==> config.mk <==
export PLATFORM = sky130hd
export DESIGN_NAME = uv_index_moving_average_core
export DESIGN_NICKNAME = d
export VERILOG_FILES = /design/src/sv/uvma_pkg.sv /design/src/sv/uv_index_moving_average_core.sv /design/src/sv/uvma_ram.sv
export SDC_FILE = /design/constraint.sdc
export NUM_CORES = 1
export LEC_CHECK = 0
export BUFFER_PORTS_ARGS = -buffer_cell sky130_fd_sc_hd__buf_2
export CORE_AREA = 2 2 339 240
export DETAILED_ROUTE_END_ITERATION = 16
export DIE_AREA = 0 0 341 242
export SYNTH_ARGS = -nofsm -noshare
export SYNTH_HDL_FRONTEND = slang
export SYNTH_SLANG_ARGS = --single-unit
export TNS_END_PERCENT = 1
==> constraint.sdc <==
create_clock -name clk -period 4.1 [get_ports clk]
set_input_delay 1.23 -clock clk [delete_from_list [all_inputs] [get_ports clk]]
set_output_delay 1.23 -clock clk [all_outputs]
set_load 0.005 [all_outputs]
==> src/sv/uvma_pkg.sv <==
`timescale 1ns / 1ps

package uvma_pkg;

    // Field widths
    localparam int RAW_W  = 12;
    localparam int UV_W   = 22;
    localparam int FRAC_W = 16;
    localparam int FILL_W = 5;
    localparam int ACT_W  = 2;

    // Serial divider: remainder/divisor width; covers 4095 and any count up to 4095
    localparam int DIV_W = 12;

    localparam int WINDOW_DEF = 16;

    // UV index = raw * 33 / 4095, Q16, rounded: (raw*33*2^16 + 2047) / 4095
    localparam logic [RAW_W-1:0]  ADC_FULL = 12'd4095;
    localparam logic [FRAC_W-1:0] ROUND_LO = 16'h07FF;

    typedef enum logic [ACT_W-1:0] {
        ACT_ADD   = 2'd0,
        ACT_CONV  = 2'd1,
        ACT_CLEAR = 2'd2
    } action_t;

endpackage

==> src/sv/uv_index_moving_average_core.sv <==
`timescale 1ns / 1ps

// UV index converter with a boxcar moving average over WINDOW samples.
//
// Input channel: in_valid / in_stall with action and raw_sample. A word is
// taken when in_valid is high and in_stall is low. Action add pushes the
// converted sample into the window, clear empties it, convert (and the
// unused code) only converts.
// Output channel: out_valid / out_stall with sample_uv, average_uv and
// fill_count, one word per input word, held steady while stalled.
// Timing: one shared restoring divider produces one quotient bit per cycle,
// 22 bits per division. An item runs accept, conversion (/4095), window
// update (subtract oldest, then add newest), mean (sum / count) and a
// final step to load the output register; the next word is taken only
// after that load. When the window ends up empty the mean division is
// skipped.
// The output register frees the core, so the next word is accepted while a
// result still waits on out_stall; a second finished result waits in the
// core, with in_stall high, until the output register drains.
// Reset empties the window (count, sum and write slot to zero) and drops any
// pending result; unfilled ring slots are never used, so they are not cleared.

module uv_index_moving_average_core
    import uvma_pkg::*;
#(
    parameter int WINDOW = WINDOW_DEF
) (
    input  logic              clk,
    input  logic              rst_n,
    input  logic              in_valid,
    output logic              in_stall,
    input  logic [ACT_W-1:0]  action,
    input  logic [RAW_W-1:0]  raw_sample,
    output logic              out_valid,
    input  logic              out_stall,
    output logic [UV_W-1:0]   sample_uv,
    output logic [UV_W-1:0]   average_uv,
    output logic [FILL_W-1:0] fill_count
);

    localparam int SLOT_W   = (WINDOW > 1) ? $clog2(WINDOW) : 1;
    localparam int CNT_W    = $clog2(WINDOW + 1);
    // sum < WINDOW * 2^22, high part kept at least one bit wide
    localparam int SUM_HI_W = (WINDOW > 1) ? $clog2(WINDOW) : 1;
    localparam int SUM_W    = UV_W + SUM_HI_W;
    localparam int BIT_W    = $clog2(UV_W);
    localparam int MUL_W    = RAW_W + 6;   // raw * 33

    localparam logic [BIT_W-1:0]  BIT_LAST  = BIT_W'(UV_W - 1);
    localparam logic [CNT_W-1:0]  CNT_FULL  = CNT_W'(WINDOW);
    localparam logic [SLOT_W-1:0] SLOT_LAST = SLOT_W'(WINDOW - 1);

    typedef enum logic [5:0] {
        S_IDLE = 6'b000001,
        S_CONV = 6'b000010,
        S_SUB  = 6'b000100,
        S_ADD  = 6'b001000,
        S_MEAN = 6'b010000,
        S_FIN  = 6'b100000
    } state_t;

    state_t              state_reg, state_next;
    logic [ACT_W-1:0]    act_reg, act_next;
    logic [DIV_W-1:0]    rem_reg, rem_next;
    logic [UV_W-1:0]     quo_reg, quo_next;
    logic [DIV_W-1:0]    dvs_reg, dvs_next;
    logic [BIT_W-1:0]    bit_reg, bit_next;
    logic [UV_W-1:0]     uv_reg, uv_next;
    logic [SUM_W-1:0]    sum_reg, sum_next;
    logic [CNT_W-1:0]    count_reg, count_next;
    logic [SLOT_W-1:0]   slot_reg, slot_next;
    logic                out_valid_reg, out_valid_next;
    logic [UV_W-1:0]     sample_uv_reg, sample_uv_next;
    logic [UV_W-1:0]     average_uv_reg, average_uv_next;
    logic [FILL_W-1:0]   fill_count_reg, fill_count_next;

    logic                ram_wr_en;
    logic                ram_rd_en;
    logic [UV_W-1:0]     ram_rd_data;

    logic [MUL_W-1:0]    raw33;
    logic [DIV_W:0]      trial;
    logic [DIV_W:0]      diff;
    logic                ge;
    logic [DIV_W-1:0]    step_rem;
    logic [UV_W-1:0]     step_quo;
    logic                full;
    logic [CNT_W+FILL_W-1:0] count_ext;

    // Ring of converted samples; the slot about to be overwritten is read at accept
    uvma_ram #(
        .DATA_W (UV_W),
        .DEPTH  (WINDOW),
        .ADDR_W (SLOT_W)
    ) u_ring (
        .clk     (clk),
        .wr_en   (ram_wr_en),
        .wr_addr (slot_reg),
        .wr_data (uv_reg),
        .rd_en   (ram_rd_en),
        .rd_addr (slot_reg),
        .rd_data (ram_rd_data)
    );

    // raw * 33 = raw * 32 + raw
    assign raw33 = MUL_W'({raw_sample, 5'b0}) + MUL_W'(raw_sample);

    // One restoring step: shift in the next dividend bit, subtract if it fits
    assign trial    = {rem_reg, quo_reg[UV_W-1]};
    assign diff     = trial - {1'b0, dvs_reg};
    assign ge       = (trial >= {1'b0, dvs_reg});
    assign step_rem = ge ? diff[DIV_W-1:0] : trial[DIV_W-1:0];
    assign step_quo = {quo_reg[UV_W-2:0], ge};

    assign full      = (count_reg == CNT_FULL);
    assign count_ext = {{FILL_W{1'b0}}, count_reg};

    always_comb
    begin
        state_next      = state_reg;
        act_next        = act_reg;
        rem_next        = rem_reg;
        quo_next        = quo_reg;
        dvs_next        = dvs_reg;
        bit_next        = bit_reg;
        uv_next         = uv_reg;
        sum_next        = sum_reg;
        count_next      = count_reg;
        slot_next       = slot_reg;
        out_valid_next  = out_valid_reg & out_stall;
        sample_uv_next  = sample_uv_reg;
        average_uv_next = average_uv_reg;
        fill_count_next = fill_count_reg;
        ram_wr_en       = 1'b0;
        ram_rd_en       = 1'b0;

        unique case (state_reg)
            S_IDLE:
            begin
                if (in_valid)
                begin
                    act_next   = action;
                    // dividend = {raw33, 2047 in 16 bits}; top 12 bits seed the remainder
                    rem_next   = raw33[MUL_W-1:UV_W-FRAC_W];
                    quo_next   = {raw33[UV_W-FRAC_W-1:0], ROUND_LO};
                    dvs_next   = ADC_FULL;
                    bit_next   = '0;
                    ram_rd_en  = 1'b1;
                    state_next = S_CONV;
                end
            end
            S_CONV:
            begin
                rem_next = step_rem;
                quo_next = step_quo;
                bit_next = bit_reg + BIT_W'(1);
                if (bit_reg == BIT_LAST)
                begin
                    state_next = S_SUB;
                end
            end
            S_SUB:
            begin
                uv_next = quo_reg;
                // full window: drop the oldest entry, which sits at the write slot
                if (act_reg == ACT_ADD && full)
                begin
                    sum_next = sum_reg - {{SUM_HI_W{1'b0}}, ram_rd_data};
                end
                state_next = S_ADD;
            end
            S_ADD:
            begin
                unique case (act_reg)
                    ACT_ADD:
                    begin
                        sum_next  = sum_reg + {{SUM_HI_W{1'b0}}, uv_reg};
                        ram_wr_en = 1'b1;
                        if (!full)
                        begin
                            count_next = count_reg + CNT_W'(1);
                        end
                        slot_next = (slot_reg == SLOT_LAST) ? '0 : slot_reg + SLOT_W'(1);
                    end
                    ACT_CLEAR:
                    begin
                        sum_next   = '0;
                        count_next = '0;
                        slot_next  = '0;
                    end
                    default:
                    begin
                    end
                endcase
                // mean < 2^22, so sum >> 22 < count: high part seeds the remainder
                rem_next = {{(DIV_W-SUM_HI_W){1'b0}}, sum_next[SUM_W-1:UV_W]};
                quo_next = sum_next[UV_W-1:0];
                dvs_next = {{(DIV_W-CNT_W){1'b0}}, count_next};
                bit_next = '0;
                state_next = (count_next == '0) ? S_FIN : S_MEAN;
            end
            S_MEAN:
            begin
                rem_next = step_rem;
                quo_next = step_quo;
                bit_next = bit_reg + BIT_W'(1);
                if (bit_reg == BIT_LAST)
                begin
                    state_next = S_FIN;
                end
            end
            S_FIN:
            begin
                if (!out_valid_reg || !out_stall)
                begin
                    out_valid_next  = 1'b1;
                    sample_uv_next  = uv_reg;
                    average_uv_next = (count_reg == '0) ? '0 : quo_reg;
                    fill_count_next = count_ext[FILL_W-1:0];
                    state_next      = S_IDLE;
                end
            end
            default:
            begin
                state_next = S_IDLE;
            end
        endcase
    end

    always_ff @(posedge clk or negedge rst_n)
    begin
        if (!rst_n)
        begin
            state_reg     <= S_IDLE;
            sum_reg       <= '0;
            count_reg     <= '0;
            slot_reg      <= '0;
            out_valid_reg <= 1'b0;
        end
        else
        begin
            state_reg     <= state_next;
            sum_reg       <= sum_next;
            count_reg     <= count_next;
            slot_reg      <= slot_next;
            out_valid_reg <= out_valid_next;
        end
    end

    // datapath, no reset
    always_ff @(posedge clk)
    begin
        act_reg        <= act_next;
        rem_reg        <= rem_next;
        quo_reg        <= quo_next;
        dvs_reg        <= dvs_next;
        bit_reg        <= bit_next;
        uv_reg         <= uv_next;
        sample_uv_reg  <= sample_uv_next;
        average_uv_reg <= average_uv_next;
        fill_count_reg <= fill_count_next;
    end

    assign in_stall   = (state_reg != S_IDLE);
    assign out_valid  = out_valid_reg;
    assign sample_uv  = sample_uv_reg;
    assign average_uv = average_uv_reg;
    assign fill_count = fill_count_reg;

    // Assertions

    // a result appears only from the finish step
    a_out_from_fin: assert property (@(posedge clk) disable iff (!rst_n)
        $rose(out_valid_reg) |-> $past(state_reg == S_FIN))
        else $error("out_valid rose outside finish step");

    // window never holds more than WINDOW entries
    a_count_range: assert property (@(posedge clk) disable iff (!rst_n)
        count_reg <= CNT_FULL)
        else $error("fill count above window size");

    // divider partial remainder stays below divisor, or quotient overflows 22 bits
    a_rem_below: assert property (@(posedge clk) disable iff (!rst_n)
        (state_reg == S_CONV || state_reg == S_MEAN) |-> (rem_reg < dvs_reg))
        else $error("divider remainder not below divisor");

    // a full window can only stay full or be cleared
    a_full_keeps: assert property (@(posedge clk) disable iff (!rst_n)
        full |=> (count_reg == CNT_FULL || count_reg == '0))
        else $error("full window lost entries without clear");

endmodule

==> src/sv/uvma_ram.sv <==
`timescale 1ns / 1ps

module uvma_ram #(
    parameter int DATA_W = 22,
    parameter int DEPTH  = 16,
    parameter int ADDR_W = (DEPTH > 1) ? $clog2(DEPTH) : 1
) (
    input  logic              clk,
    input  logic              wr_en,
    input  logic [ADDR_W-1:0] wr_addr,
    input  logic [DATA_W-1:0] wr_data,
    input  logic              rd_en,
    input  logic [ADDR_W-1:0] rd_addr,
    output logic [DATA_W-1:0] rd_data
);

    logic [DATA_W-1:0] mem [DEPTH];

    always_ff @(posedge clk)
    begin
        if (wr_en)
        begin
            mem[wr_addr] <= wr_data;
        end
        if (rd_en)
        begin
            rd_data <= mem[rd_addr];
        end
    end

endmodule

# [Yosys cells after proc, flatten, opt, wreduce, memory -nomap -nowiden]
# Memory sizes are Yosys's and may differ from the RTL's. A register that Yosys moved wholly into a read port is not among the register bits.
# Cells that the tools add are included.
# Widths: inputs -> output; s select.
[op_classes] addsub=7 magnitude_cmp=1 n_eq_ne=16 muxes=31 n_bitwise=1 n_reduce_logical=19
[ops] operator="$pmux 26 s2" count=2
[ops] operator="$pmux 22 s3" count=1
[ops] operator="$mux 12" count=3
[ops] operator="$pmux 12 s3" count=1
[ops] operator="$pmux 6 s6" count=1
[ops] operator="$mux 6" count=5
[ops] operator="$add 26x22->26" count=1
[ops] operator="$mux 26" count=1
[ops] operator="$sub 26x22->26" count=1
[ops] operator="$pmux 12 s2" count=1
[ops] operator="$mux 22" count=1
[ops] operator="$add 17x12->18" count=1
[ops] operator="$mux 5" count=3
[ops] operator="$pmux 5 s3" count=1
[ops] operator="$ge 13x12->1" count=1
[ops] operator="$reduce_and 2->1" count=6
[ops] operator="$sub 12x12->12" count=1
[ops] operator="$add 5x1->5 const B" count=2
[ops] operator="$eq 5x5->1 const B" count=2
[ops] operator="$logic_not 5->1" count=2
[ops] operator="$ne 2x2->1 const B" count=5
[ops] operator="$pmux 5 s2" count=1
[ops] operator="$mux 1" count=8
[ops] operator="$pmux 4 s2" count=1
[ops] operator="20 further kinds" count=23
[word_totals] register_bits=166 mem_bits_rw=352 in_bits=18 out_inout_bits=51 memories=1
[memory_table] memory="u_ring.mem" depth=16 width=22 rd=1 rd_clocked_by_memory_dff=1 write_ports=1 line="uvma_ram.sv:17" source="logic [DATA_W-1:0] mem [DEPTH];"

# [Logic depth before layout (Yosys ltp)]
# Gate-level depths: netlist of the first run.
[logic_depth] depth_word=7 ltp_mapped=12 mapped_depth_nobuf=12

# [By module]
# A second synthesis of the first run with hierarchy kept.
[unflattened] hier_cells=1561 hier_area_um2=23885.4
[by_module_without_submodules] mod="uvma_ram" instances=1 cells_per_inst=583 area_per_inst_um2=14042.2
[by_module_without_submodules] mod="uv_index_moving_average_core" instances=1 cells_per_inst=978 area_per_inst_um2=9843.2

# [Least setup slack after synthesis of the first run]
# Ideal clock, no wire load.
[synth_path] path_kind="reg-to-reg" from="reg state_reg[1]" to="mem u_ring.mem[1][0] (enable)" setup_time_ns=0.457 arrival_ns=3.807 required_time_ns=3.643 slack_ns=-0.164 path_stages_with_launch=8 path_buffers=1 synth_period_minus_slack_ns=4.264 path_cell_list="dfrtp_1 > or4_4 > nor3b_2 > inv_2 > nor2_4 > nand2_2 > buf_2 > nor4_1"
[synth_via] elab_chain_len=4
[synth_lines] item="from (decl)" line="uv_index_moving_average_core.sv:62" source="state_t state_reg, state_next;"
[synth_lines] item="from (signal assigned)" line="uv_index_moving_average_core.sv:242" source="state_reg <= state_next;"
[synth_lines] item="$eq 6x4->1" line="uv_index_moving_average_core.sv:137" source="unique case (state_reg)"
[synth_lines] item="$mux 1" line="uv_index_moving_average_core.sv:137"
[synth_lines] item="$mux 1" line="uvma_ram.sv:21" source="if (wr_en)"
[synth_lines] item="$mux 1 (implied by the code)" line="uvma_ram.sv:23" source="mem[wr_addr] <= wr_data;"
[synth_lines] item="to (decl)" line="uvma_ram.sv:17"
# Every way passes these cells.

# [Worst setup path in the final report of the first run]
[layout_path] from="reg uv_reg[1]" to="reg rem_reg[2] (data pin)"
[layout_via] elab_chain_len=3
[layout_lines] item="from (decl)" line="uv_index_moving_average_core.sv:68" source="logic [UV_W-1:0] uv_reg, uv_next;"
[layout_lines] item="from (signal assigned)" line="uv_index_moving_average_core.sv:258" source="uv_reg <= uv_next;"
[layout_lines] item="$add 26x22->26" line="uv_index_moving_average_core.sv:177" source="sum_next = sum_reg + {{SUM_HI_W{1'b0}}, uv_reg};"
[layout_lines] item="$pmux 26 s2" line="uv_index_moving_average_core.sv:174" source="unique case (act_reg)"
[layout_lines] item="$pmux 12 s3" line="uv_index_moving_average_core.sv:137"
[layout_lines] item="named net rem_next[2]" line="uv_index_moving_average_core.sv:64" source="logic [DIV_W-1:0] rem_reg, rem_next;"
[layout_lines] item="to (signal assigned)" line="uv_index_moving_average_core.sv:254" source="rem_reg <= rem_next;"
[layout_lines] item="to (decl)" line="uv_index_moving_average_core.sv:64"
# The timed path passes the listed nets, and every way through them passes these cells.
# A chain may end at the register's enable or synchronous reset.

==> impl_metrics.yaml, run 1 <==
outcome:
  status: "complete, no violations"
timing:
  rsz0062_at_grt: "false"
  fmax_mhz: 281
  fin_crit_ps: 3560
  setup_viol: 0
  slew_headroom_pct: 10.9
  tns_ps: 0
  period_share_pct: 86.7
  hold_viol: 0
  fin_skew_ps: 15.3
  maxSlewViolCount: 0
  tightest_slew_ps: 1320
detailed_routing:
  dr.pass1.iters: 5
  drt_iter0_markers: 1434
  routed_via_density: 5.06
  vias: 13678
  drc_errors: 0
  routed_wl_um: 58200
  routedWlPerCell_um: 21.6
  drt.antenna.violating_nets: 0
synth:
  synth_cell_type_count: 86
  synth_edf_count: 492
  ys_async_sr_fraction_pct: 7.87
  synth_xor_area_share_pct: 2.26
  yosys.area_share.simple_pct: 6.51
  synth_commonest_cells: "edfxtp_1 (492), mux4_2 (110), nand2_1 (85), o21ai_0 (72), ha_1 (71)"
  ys_ff_latch: 534
  netlist_instances: 1478
  ys_warn_count: 0
  yosysMostFrequentCell: "edfxtp_1"
  synth_top_area_share_pct: 62.4
  synth_ff_type: "edfxtp_1"
  synth-adder-area-share_pct: 4.09
  avgSynthCellArea_um2: 16.0
  synth_area_leaders: "edfxtp_1 (62%), mux4_2 (10%), dfrtp_1 (4.3%)"
  synth_top_family_by_area: "multiplexers"
  yosys-mux-area-fraction_pct: 10.8
  synth_compound_area_share_pct: 7.55
  syn_area_um2: 23700
  seq_area_frac_synth_pct: 66.9
  yosys.area.top_type: "edfxtp_1"
  synth_nets: 1571
pwr:
  power_density_nw_per_um2: 601
  power_frac_clock_pct: 27.3
  ir_drop_v: 0.000298
  switching_share_pct: 32.0
  p_leak_nw: 9.21
  p_comb_share_pct: 28.6
  p_sw_mw: 5.23
  seqPwrFrac_pct: 44.1
  p_int_mw: 11.1
grt:
  grt_max_degree: 48
  grt_pass1_vias: 13492
  overflow: 0
  track_usage_pct: 14.0
  antenna_found_initial: 3
  grt_pass1_wl_um: 87400
clock_network:
  path_clk_slew_ps: 70
  cts_inserted_buffers: 46
  cts_tree: "yes"
  root_buffer: "clkbuf_16"
  post_cts_buffers: 0
  clkSinkCount: 534
  cts_buffer_depth: 3
  cts_resized: 0
  h-tree-depth: 2
  clk_latency_ps: 590
  cts_hold_buffers: 0
placement:
  gp_congestion: 0.863
  dpl-instance-area_um2: 25700
  hpwl_um: 38300
  placedCellCount: 2615
  port-buffer-count: 68
critical_path:
  cp_max_fo: 19
  critPathArrivalTime_ps: 3870
  worstSetupPathType: "register to register"
  reg2reg_depth: 10
  end_kind: "register"
  critPathRequiredTime_ps: 4420
  start_kind: "register"
final_layout:
  largest_register_ffs: 352
  fin_area_um2: 27200
  diodes: 0
  drive_gt1_share_pct: 21.1
  fin_cells: 2701
  area_growth_pct: 15.0
  fillers: 7516
  fin_nets: 1688
floorplanning:
  row_count: 87
  start_util_pct: 29.7
  die_height_um: 242
  core_um2: 79600
  dieArea_um2: 82500
  ios: 69
  fp.dieW_um: 341
worst_hold_path:
  whs_path_depth: 0
  min_path_type: "register to register"
flow_run:
  drv_cap: 0
==> layout make-up <==
type                            count  area [µm²]  share of cell area (%)
Clock buffer                       58        1230                    4.51
Tap cell                         1068        1340                    4.91
Clock inverter                     28         282                    1.03
Timing Repair Buffer              123         853                    3.13
Inverter                           59         221                   0.814
Sequential cell                   534       15800                    58.2
Multi-Input combinational cell    831        7460                    27.4
==> worst max-delay path, cell delays in order, from the launching register on <==
cell      delay [ps]
edfxtp_1         670
fa_1             520
a21oi_1          300
nor3_1           110
a311oi_2         410
a211oi_2         210
o31a_1           380
a31oi_2          270
nor2_1           100
xnor2_1          200
o221ai_1         130
==> path summary, 6_finish.rpt <==
| check | startpoint | endpoint | slack, ps |
|---|---|---|---|
| hold reg to reg | quo_reg[0] | uv_reg[0] | 460 |
| setup / recovery | uv_reg[1] | rem_reg[2] | 540 |
| setup reg to reg | uv_reg[1] | rem_reg[2] | 540 |
| hold / removal | quo_reg[0] | uv_reg[0] | 460 |
| max in group asynchronous | rst_n | state_reg[0] | 2560 |
| min in group asynchronous | rst_n | sum_reg[0] | 730 |
==> power groups by stage <==
stage | Sequential, mW | Clock, mW | Combinational (mW)
global route | 7.29 | 4.73 | 5.18
finish | 7.22 | 4.46 | 4.68
floorplan | 7.06 | 0 | 3.53
CTS | 7.22 | 4.55 | 4.66
global placement | 7.31 | 0 | 4.56
detailed placement | 7.33 | 0 | 4.63
==> layout by cell type (no fill, tap or decap), types with 9 or more instances in the layout <==
cell type	instances
a21o_1	25
a21oi_1	68
a22oi_1	12
and3_1	10
buf_2	68
buf_4	47
clkbuf_1	10
clkbuf_16	47
clkinv_1	9
clkinv_2	9
dfrtp_1	37
edfxtp_1	492
ha_1	71
inv_1	58
mux4_2	110
nand2_1	85
nand2b_1	11
nand3_1	32
nor2_1	57
nor2b_1	30
nor3_1	12
o21a_1	11
o21ai_0	72
o22ai_1	11
xnor2_1	35
xor2_1	26
==> routing by layer <==
layer  GRT usage, %  vias up  share of wire, %
met3           2.84       82               7.8
li1               -     6040                 -
met2           19.0      498                40
met1           22.5     7056                50
met5              0        -             0.022
met4           2.94        2               1.8
==> kinds of logic (layout without fill, tap and decap cells) <==
logic type | Yosys count | in the layout
flops | 534 | 534
simple gates | 299 | 299
compound gates | 279 | 279
mux | 117 | 117
buf+inv | 113 | 268
fa+ha+maj | 75 | 75
xor+xnor | 61 | 61
==> per-stage QoR <==
step,hold WS [ps],utilization (%),worst slack [ps],total power [mW]
floorplan,436,-,-164,10.6
global placement,458,32.3,381,11.9
detailed placement,448,32.3,363,12.0
CTS,468,34.2,599,16.4
global route,484,34.2,383,17.2
finish,463,34.2,545,16.4
Note: power is estimated with default switching activity, not from simulation.
==> run 2, diff against run 1 <==
- PLACE_DENSITY: unset -> 0.55
==> impl_metrics.yaml, run 2 (same netlist as run 1, synthesis figures left out) <==
placement:
  port-buffer-count: 68
  hpwl_um: 38300
  dpl_worst_slack_ps: 411
  gp_congestion: 0.876
critical_path:
  rrSetupSlack_ps: 520
  critPathArrivalTime_ps: 3870
  cp_max_fo: 18
  worstSetupPathType: "register to register"
  critPathRequiredTime_ps: 4390
  timing.rr.end: "rem_reg[2]"
  reg2reg_depth: 10
  start_kind: "register"
  end_kind: "register"
  reg2reg_from: "uv_reg[4]"
final_layout:
  fin_nets: 1691
  final_cell_mix: "edfxtp_1 (492), mux4_2 (110), nand2_1 (85)"
  drive_gt1_share_pct: 21.1
  fillers: 7555
  final_common_cell: "edfxtp_1"
  diodes: 0
  area_growth_pct: 15.1
  largest_register_ffs: 352
clock_network:
  cts_resized: 0
  cts_inserted_buffers: 48
  cts_buffer_depth: 3
  post_cts_buffers: 0
  cts_hold_buffers: 0
  root_buffer: "clkbuf_16"
  clkSinkCount: 534
  cts_tree: "yes"
  clk_latency_ps: 590
  h-tree-depth: 2
  path_clk_slew_ps: 70
worst_hold_path:
  min_path_type: "register to register"
  min_to: "uv_reg[4]"
  min-delay-start: "quo_reg[4]"
  whs_path_depth: 0
timing:
  setup_viol: 0
  rsz0062_at_grt: "false"
  fin_skew_ps: 20.0
  hold_viol: 0
  tns_ps: 0
  maxSlewViolCount: 0
  fmax_mhz: 279
  tightest_slew_ps: 1320
  timing.final.ws_setup_ps: 520
  slew_headroom_pct: 10.9
  fin_hold_ws_ps: 467
  fin_crit_ps: 3580
  period_share_pct: 87.3
flow_run:
  drv_cap: 0
pwr:
  ir_drop_v: 0.000329
  switching_share_pct: 32.2
  seqPwrFrac_pct: 43.9
  p_int_mw: 11.2
  p_comb_share_pct: 28.9
  power_frac_clock_pct: 27.2
  p_leak_nw: 9.21
  power_density_nw_per_um2: 604
  p_sw_mw: 5.30
floorplanning:
  fp.dieW_um: 341
  die_height_um: 242
  ios: 69
  dieArea_um2: 82500
  row_count: 87
  core_um2: 79600
  start_util_pct: 29.7
grt:
  track_usage_pct: 14.4
  overflow: 0
  antenna_found_initial: 0
  grt_pass1_wl_um: 89100
  grt_pass1_vias: 13390
  grt_max_degree: 54
detailed_routing:
  drc_errors: 0
  drt_iter0_markers: 1385
  routed_wl_um: 60300
  routed_via_density: 5.07
  routedWlPerCell_um: 22.3
  dr.pass1.iters: 5
  drt.antenna.violating_nets: 0
  vias: 13721
outcome:
  status: "complete, no violations"
run 2: changes by cell type in the layout (fill, tap and decap cells not counted), moves of 2 or more:
cell,previous run,this run
clkinv_1,9,3
clkinv_2,9,6
clkinvlp_4,2,4
clkbuf_16,47,49
clkbuf_1,10,18
clkinv_4,0,2
run 2: per-stage QoR:
stage	power, mW	instance area, µm²	util [%]	cells
CTS	16.6	27200	34.2	2704
global placement	12.0	25700	32.3	2616
global route	17.4	27200	34.2	2704
finish	16.5	27200	34.2	2704
floorplan	10.6	23700	-	1478
detailed placement	12.0	25700	32.3	2616
run 2: per-layer routing:
metal  wire length, µm  global-route usage (%)  up-vias
li1                  -                       -     6064
met1             31100                    23.3     7183
met2             24300                    19.7      424
met3              4260                    3.07       50
met4               601                    2.11        0
met5                 0                       0        -
run 2: area by class of cell:
class	count	area [µm²]	share of cell area, %
Timing Repair Buffer	124	861	3.16
Sequential cell	534	15800	58.1
Inverter	59	221	0.813
Multi-Input combinational cell	831	7460	27.4
Tap cell	1068	1340	4.91
Clock inverter	21	226	0.831
Clock buffer	67	1290	4.75
run 2: power groups by stage:
stage	sequential, mW	clock [mW]	combinational [mW]
2_1_floorplan	7.06	0	3.53
6_report	7.23	4.48	4.76
5_1_grt	7.30	4.82	5.24
4_1_cts	7.23	4.61	4.73
3_3_place_gp	7.33	0	4.64
3_5_place_dp	7.34	0	4.69
run 2: worst max path at each step:
stage                  start                to  slack [ps]  cells after the start
4_1_cts            uv_reg[4]        rem_reg[2]         570                     10
3_3_place_gp   raw_sample[0]        rem_reg[9]         390                     13
6_report           uv_reg[4]        rem_reg[2]         520                     10
5_1_grt            uv_reg[4]        rem_reg[2]         310                     10
3_5_place_dp   raw_sample[0]        rem_reg[9]         410                     13
2_1_floorplan   state_reg[1]  u_ring.mem[1][0]        -160                      7
run 2: worst max-delay path, stage by stage, from the launching register on:
cell and delay, ps:
edfxtp_1 850, ha_1 430, a21oi_2 210, nor2_1 80, a311oi_2 380, a211oi_2 220
o31a_1 380, a31oi_2 260, nor2_1 100, xnor2_1 210, o221ai_1 150
==> run 3, diff against run 2 <==
- RECOVER_POWER: unset -> 100
==> impl_metrics.yaml, run 3 (same netlist as run 1, synthesis figures left out) <==
final_layout:
  multi_input_area_um2: 7400
  fillers: 7605
  final_cell_mix: "edfxtp_1 (492), mux4_2 (110), nand2_1 (86)"
  diodes: 0
  area_growth_pct: 14.2
  fin_nets: 1691
  seq_area_um2: 15800
  fin_area_um2: 27000
  final_common_cell: "edfxtp_1"
  largest_register_ffs: 352
  fin_cells: 2704
  final_util_pct: 34.0
  drive_gt1_share_pct: 17.9
flow_run:
  drv_cap: 4
timing:
  fmax_mhz: 267
  rsz0062_at_grt: "false"
  tns_ps: 0
  tightest_slew_ps: 2350
  slew_headroom_pct: -56.6
  fin_crit_ps: 3750
  hold_viol: 0
  maxSlewViolCount: 121
  fin_hold_ws_ps: 473
  setup_viol: 0
  timing.final.ws_setup_ps: 353
  period_share_pct: 91.4
  fin_skew_ps: 18.4
outcome:
  status: "complete, but fails checks"
  violations: "max-capacitance violations, max-slew violations"
detailed_routing:
  drt_iter0_markers: 1351
  routed_wl_um: 60400
  vias: 13713
  drt.antenna.violating_nets: 0
  routed_via_density: 5.07
  drc_errors: 0
  dr.pass1.iters: 5
  routedWlPerCell_um: 22.3
critical_path:
  critPathArrivalTime_ps: 3960
  cp_max_fo: 22
  rrSetupSlack_ps: 350
  worstSetupPathType: "register to register"
  start_kind: "register"
  end_kind: "register"
  timing.rr.end: "u_ring.mem[7][14]"
  reg2reg_depth: 7
  reg2reg_from: "state_reg[1]"
  critPathRequiredTime_ps: 4310
grt:
  overflow: 0
  grt_max_degree: 54
  grt_pass1_wl_um: 89100
  antenna_found_initial: 0
  grt_pass1_vias: 13390
  track_usage_pct: 14.4
floorplanning:
  die_height_um: 242
  fp.dieW_um: 341
  dieArea_um2: 82500
  core_um2: 79600
  row_count: 87
  ios: 69
  start_util_pct: 29.7
worst_hold_path:
  min_to: "uv_reg[4]"
  min-delay-start: "quo_reg[4]"
  min_path_type: "register to register"
  whs_path_depth: 0
clock_network:
  h-tree-depth: 2
  cts_buffer_depth: 3
  path_clk_slew_ps: 60
  root_buffer: "clkbuf_16"
  clkSinkCount: 534
  cts_tree: "yes"
  cts_hold_buffers: 0
  cts_inserted_buffers: 48
  cts_resized: 0
  clk_latency_ps: 580
  post_cts_buffers: 0
placement:
  placedCellCount: 2616
  port-buffer-count: 68
  dpl-instance-area_um2: 25700
  hpwl_um: 38300
  gp_congestion: 0.876
  dpl_worst_slack_ps: 411
pwr:
  power_density_nw_per_um2: 608
  ir_drop_v: 0.000327
  p_leak_nw: 9.04
  p_total_mw: 16.4
run 3: cell count changes in the layout (fill, tap and decap cells not counted), moves of 4 or more:
cell / change
clkbuf_2: +7
buf_2: -27
o21ai_0: +6
o21ai_1: -6
clkbuf_4: +9
clkbuf_1: +41
buf_4: -26
nor4_2: -4
buf_12: -4
nor4_1: +4
run 3: how the worst max path moves through the flow:
stage                                   end  slack [ps]  cells after the start          start
after global routing             rem_reg[2]         160                     11      uv_reg[3]
after floorplan            u_ring.mem[1][0]        -160                      7   state_reg[1]
final                     u_ring.mem[7][14]         350                      7   state_reg[1]
after global placement           rem_reg[9]         390                     13  raw_sample[0]
after detailed placement         rem_reg[9]         410                     13  raw_sample[0]
after CTS                        rem_reg[2]         570                     10      uv_reg[4]
run 3: worst max-delay path: stages, from the launching register on:
cell and delay (ps):
dfrtp_1 420, or4_1 640, nor3b_2 580, nand2_1 380
nor2_8 400, nand2_1 220, nor3_1 200, clkbuf_4 520
run 3: routing by layer:
| layer | vias to the layer above | track usage (%) | share of wire [%] |
|---|---|---|---|
| met5 | - | 0 | 0 |
| met4 | 0 | 2.11 | 0.93 |
| met3 | 47 | 3.07 | 8.1 |
| met2 | 494 | 19.7 | 40 |
| met1 | 7108 | 23.3 | 50 |
| li1 | 6064 | - | - |
run 3: final cells by class:
class / count / area share [%]
inverter: 59 / 0.820
timing repair buffer: 124 / 2.62
sequential: 534 / 58.6
clock inverter: 21 / 0.838
clock buffer: 67 / 4.79
multi-input combinational: 831 / 27.4
tap: 1068 / 4.95
run 3: where the power goes:
| part | total, mW | switching (mW) | internal [mW] |
|---|---|---|---|
| Sequential | 7.23 | 0.574 | 6.65 |
| Clock | 4.47 | 2.00 | 2.47 |
| Combinational | 4.72 | 2.70 | 2.02 |
